File: src/design/fpa_pkg.sv
// ----------------------------------------------------------------------------
// Fixed-partition allocator package
// Shared widths, codes and word types for the allocator core and its cells.
// ----------------------------------------------------------------------------
`default_nettype none

package fpa_pkg;

  // Default number of partition cells.
  localparam int MAX_BLOCKS_DEF = 64;

  // Field widths fixed by the interface.
  localparam int SIZE_W     = 16;
  localparam int BIDX_W     = 6;
  localparam int BCNT_W     = 7;
  localparam int MODE_W     = 2;
  localparam int OP_W       = 2;
  localparam int STATUS_W   = 2;
  localparam int CFG_ADDR_W = 1;
  localparam int CFG_DATA_W = 7;

  // Operation codes of an input word.
  localparam logic [OP_W-1:0] OP_LOAD  = 2'd0;
  localparam logic [OP_W-1:0] OP_CLEAR = 2'd1;
  localparam logic [OP_W-1:0] OP_REQ   = 2'd2;

  // Status codes of a result word.
  localparam logic [STATUS_W-1:0] ST_DONE  = 2'd0;
  localparam logic [STATUS_W-1:0] ST_ALLOC = 2'd1;
  localparam logic [STATUS_W-1:0] ST_NONE  = 2'd2;

  // Fit modes. Any other code behaves as first fit.
  localparam logic [MODE_W-1:0] MODE_BEST  = 2'd1;
  localparam logic [MODE_W-1:0] MODE_WORST = 2'd2;

  // Configuration register indexes.
  localparam logic [CFG_ADDR_W-1:0] CFG_FIT_MODE    = 1'b0;
  localparam logic [CFG_ADDR_W-1:0] CFG_BLOCK_COUNT = 1'b1;

  // Reset value of the block count register.
  localparam logic [BCNT_W-1:0] BLOCK_COUNT_RST = 7'd64;

  typedef struct packed {
    logic [OP_W-1:0]   op;
    logic [BIDX_W-1:0] block_index;
    logic [SIZE_W-1:0] size;
  } in_word_t;

  typedef struct packed {
    logic [STATUS_W-1:0] status;
    logic [BIDX_W-1:0]   granted_block;
  } out_word_t;

  // Search token that walks down the cell row.
  typedef struct packed {
    logic              valid;
    logic              found;
    logic [SIZE_W-1:0] req;
    logic [SIZE_W-1:0] best_size;
  } scan_tok_t;

  // Broadcast controls from the core to every cell.
  typedef struct packed {
    logic              clear;
    logic              wr_en;
    logic [BIDX_W-1:0] wr_idx;
    logic [SIZE_W-1:0] wr_size;
    logic              grant_en;
    logic [MODE_W-1:0] mode;
    logic [BCNT_W-1:0] block_count;
  } cell_ctl_t;

endpackage

`default_nettype wire

File: src/design/fpa_cell.sv
// ----------------------------------------------------------------------------
// Partition cell
// Holds one partition size and its taken flag, and refines the search token
// that passes through it on its way to the next cell.
// ----------------------------------------------------------------------------
`default_nettype none

module fpa_cell
  import fpa_pkg::*;
#(
  parameter int MAX_BLOCKS = MAX_BLOCKS_DEF,
  parameter int CELL_IDX   = 0,
  localparam int IDX_W     = $clog2(MAX_BLOCKS)
) (
  input  wire logic             clk,
  input  wire logic             rst_n,
  input  wire cell_ctl_t        ctl,
  input  wire logic [IDX_W-1:0] grant_idx,
  input  wire scan_tok_t        tok_in,
  input  wire logic [IDX_W-1:0] bidx_in,
  output      scan_tok_t        tok_out,
  output      logic [IDX_W-1:0] bidx_out
);

  localparam logic [IDX_W-1:0] MY_IDX = IDX_W'(CELL_IDX);

  logic [SIZE_W-1:0] size_r;
  logic              taken_r;
  scan_tok_t         tok_r;
  scan_tok_t         tok_nxt;
  logic [IDX_W-1:0]  bidx_r;
  logic [IDX_W-1:0]  bidx_nxt;
  logic              in_use;
  logic              fits;
  logic              better;
  logic              take;

  // Decide whether this partition replaces the candidate carried so far.
  always_comb begin
    in_use   = CELL_IDX < int'(ctl.block_count);
    fits     = in_use && !taken_r && (size_r >= tok_in.req);
    better   = !tok_in.found ||
               ((ctl.mode == MODE_BEST)  && (size_r < tok_in.best_size)) ||
               ((ctl.mode == MODE_WORST) && (size_r > tok_in.best_size));
    take     = tok_in.valid && fits && better;
    tok_nxt  = tok_in;
    bidx_nxt = bidx_in;
    if (take) begin
      tok_nxt.found     = 1'b1;
      tok_nxt.best_size = size_r;
      bidx_nxt          = MY_IDX;
    end
  end

  // Token valid and taken flag are control state.
  always_ff @(posedge clk) begin
    if (!rst_n) begin
      tok_r.valid <= 1'b0;
      taken_r     <= 1'b0;
    end else begin
      tok_r.valid <= tok_nxt.valid;
      if (ctl.clear) begin
        taken_r <= 1'b0;
      end else if (ctl.grant_en && (grant_idx == MY_IDX)) begin
        taken_r <= 1'b1;
      end
    end
  end

  // Token payload and partition size need no reset.
  always_ff @(posedge clk) begin
    tok_r.found     <= tok_nxt.found;
    tok_r.req       <= tok_nxt.req;
    tok_r.best_size <= tok_nxt.best_size;
    bidx_r          <= bidx_nxt;
    if (ctl.wr_en && (int'(ctl.wr_idx) == CELL_IDX)) begin
      size_r <= ctl.wr_size;
    end
  end

  assign tok_out  = tok_r;
  assign bidx_out = bidx_r;

endmodule

`default_nettype wire

File: config.mk
export PLATFORM = sky130hd
export DESIGN_NAME = fpa_cell
export DESIGN_NICKNAME = d
export VERILOG_FILES = /design/src/design/fpa_pkg.sv /design/src/design/fpa_cell.sv
export SDC_FILE = /design/constraint.sdc
export NUM_CORES = 1
export LEC_CHECK = 0
export ABC_AREA = 1
export BUFFER_PORTS_ARGS = -buffer_cell sky130_fd_sc_hd__buf_2
export CAP_MARGIN = 20
export CORE_UTILIZATION = 30
export DETAILED_ROUTE_END_ITERATION = 10
export GPL_TIMING_DRIVEN = 0
export SYNTH_ARGS = -nofsm -noshare
export SYNTH_HDL_FRONTEND = slang
export SYNTH_SLANG_ARGS = --single-unit
File: constraint.sdc
create_clock -name clk -period 1.8 [get_ports clk]
set_input_delay 0.18 -clock clk [delete_from_list [all_inputs] [get_ports clk]]
set_output_delay 0.18 -clock clk [all_outputs]
set_load 0.02 [all_outputs]
==> run metrics <==
status=finished, violations left; failing checks=negative setup slack; Core Rows=33; Worst Tran Pin Value=about 0.9 ns; core area=0.00838 sq mm; initial DRC count=35; final hold viol count=0; routability congestion estimate=0.775; Hold Crit Start=ctl[14]; Total GRT Usage=14.6%; max_slew headroom=about two fifths; Via density=4.33; Synth-to-Final Area Change=52.2%; count of final max-slew check failures=0; # IOs=between 100 and 150; final wirelength=6.59 mm; Period minus WS final=1.93 ns; Clock Tree Buf Depth=2; final core occ=47.9%; Layout Cells excl Fill=561; pre-CTS setup slack=-0.294 ns; vias in the first global route=2175; Clock Skew=between 0.01 and 0.015 ns; total power=2.94 mW; Net Sw Frac=26.2%; Final period util=107%; register area=approximately 0.0013 sq mm; RR Startpoint=size_r[15]$_DFFE_PP_; predominant post-synthesis flop cell=dfxtp_1; Vias=2427; Synth Net Count=398; Worst Setup Start Kind=register; largest net degree at the start of global routing=17; initial core utilization=between 30% and 40%; PD cells=731 mW/mm^2; Leak Pwr=2.09 nW; # fillers=between 800 and 900; Total Nets Final=565; Avg Synthesized Cell Area=just over 9 sq um; Async S/R FF share, synth=0%; Worst-path clk slew=0.06 ns; Critical Path Fanout Max=10; DIE AREA=~0.009 sq mm; die width=approximately 96 um; antenna cells=0; GRT Residual Overflow=0; CTS Root Cell=clkbuf_8; Design Area, Final=0.00402 sq mm; worst IR drop on VDD=0.301 mV; 1st-pass router iterations=4; YS warnings=0; Yosys reg bits=57; Sequential Power Share=between 40% and 50%; Hold WS=about 0.025 ns; Clock Power Share=between 30% and 40%; Tightest Hold Check Type=input pin to register; hpwl dp=4.88 mm; P_sw=roughly 0.77 mW; MaxCap Viol Count=0; Worst-Skew Late Latency=0.33 ns; Placed Cells=510; RSZ-0062 raised after global routing=yes; share of cells above drive strength 1=40.4%; Critical Path End Type=register; Internal=2.17 mW; H-tree depth=3; Worst Path Arrival=2.15 ns; IO buf count=121; Critical Path RT=2.02 ns; CTS Sinks=57; Multi-input gate area=between 0.001 and 0.0015 sq mm; Distinct cells, synth=31; DRC=0; final setup margin=-0.131 ns; crit path launch=size_r[15]$_DFFE_PP_; sequential area share after synthesis=49.3%; CTS tree=yes; Detail Route Antenna Nets=0; initial antenna violation count=0; final setup fails=23; cell count after synthesis=284; Post-synth EDFFs=16; Highest Clock Rate=0.518 GHz; first-pass GRT wire length=9.66 mm; Die Span Y=95.8 um; Cell Area, Synth=approximately 0.0026 sq mm; WL/cell=~12 um; cell area after placement=0.00338 sq mm; Final TNS setup=-2.22 ns; Crit Path Class=register to register; CTS buffer count=9; Gate power share=17.9%
==> critical path, cell delays in order, from the launching register on <==
cell and delay, ns:
edfxtp_1 0.48, ha_4 0.32, nand4_1 0.16, a21oi_1 0.16, nor2_1 0.08, a21oi_4 0.25
nand2_4 0.11, buf_12 0.17, nand2_2 0.05, nand2_1 0.05
==> worst paths after layout <==
path / end / slack, ns / depth (start not counted)
max reg2reg: tok_out[9]$_DFF_P_ / -0.13 / 9
min: size_r[4]$_DFFE_PP_ / 0.02 / 1
min reg2reg: tok_out[0]$_DFF_P_ / 0.52 / 2
max: tok_out[9]$_DFF_P_ / -0.13 / 9
==> layout make-up <==
| type | count | share of cell area [%] |
|---|---|---|
| Sequential cell | 57 | 32.4 |
| Multi-Input combinational cell | 173 | 31.1 |
| Timing Repair Buffer | 156 | 23.3 |
| Inverter | 49 | 4.58 |
| Clock buffer | 15 | 3.89 |
| Tap cell | 105 | 3.27 |
| Buffer | 5 | 1.43 |
| Clock inverter | 1 | 0.125 |
==> power by group through the flow <==
stage	sequential, mW	combinational, mW	clock (mW)
CTS	1.40	0.499	1.04
global placement	1.42	0.440	0
floorplan	1.51	0.166	0
global route	1.40	0.582	1.11
finish	1.40	0.526	1.01
detailed placement	1.43	0.448	0
==> timing repair <==
item / CTS / global route
resized for setup: 11 / 13
hold buffers: 17 / 8
setup endpoints to repair: 23 / 23
endpoints found under the hold margin: 17 / 8
cloned: 0 / 0
pin swaps: 2 / 4
setup buffers: 6 / 4
==> synthesized netlist by cell type (3+ instances only) <==
library cell | instances | share of area [%]
a21boi_1 | 4 | 1.1
a21oi_1 | 11 | 2.1
buf_4 | 4 | 1.1
dfxtp_1 | 41 | 31
edfxtp_1 | 16 | 18
ha_1 | 32 | 15
inv_1 | 48 | 6.8
nand2_1 | 61 | 8.7
nand2_2 | 11 | 2.6
nand3_1 | 19 | 3.6
nor2_1 | 10 | 1.4
nor3_1 | 3 | 0.57
nor4_1 | 3 | 0.71
==> layer usage <==
layer	track usage (%)	wire [um]	vias to the layer above
met4	5.22	80	0
met3	5.61	437	8
met5	0	0	-
met1	16.3	2800	1084
li1	-	-	1253
met2	25.1	3270	82
==> cells by family after synthesis <==
kind of cell	synth area share, %
compound gates	5.50
fa+ha+maj	15.2
buf+inv	8.67
flops	49.3
simple gates	21.4
==> sequential cells by signal, indices dropped and copies added (netlist names) <==
name,count
taken_r,1
bidx_out,6
size_r,16
tok_out,34
==> layout by cell type, fill, tap and decap left out, types with 2 or more instances in the layout <==
cell           synthesis  final
buf_2                  0    121
nand2_1               61     56
inv_1                 48     48
dfxtp_1               41     41
ha_1                  32     25
dlygate4sd3_1          0     25
nand3_1               19     16
edfxtp_1              16     16
nand2_2               11     15
buf_4                  4     11
a21oi_1               11     10
nor2_1                10     10
clkbuf_8               0     10
ha_4                   0      7
clkbuf_1               0      5
nand3_2                1      4
a21boi_1               4      4
nor3_2                 1      3
nor4_1                 3      3
buf_6                  0      3
nand2_4                1      2
nor2_4                 1      2
o21ai_0                2      2
nand4_1                2      2
a21boi_0               2      2
Note: power is estimated with default switching activity, not from simulation.
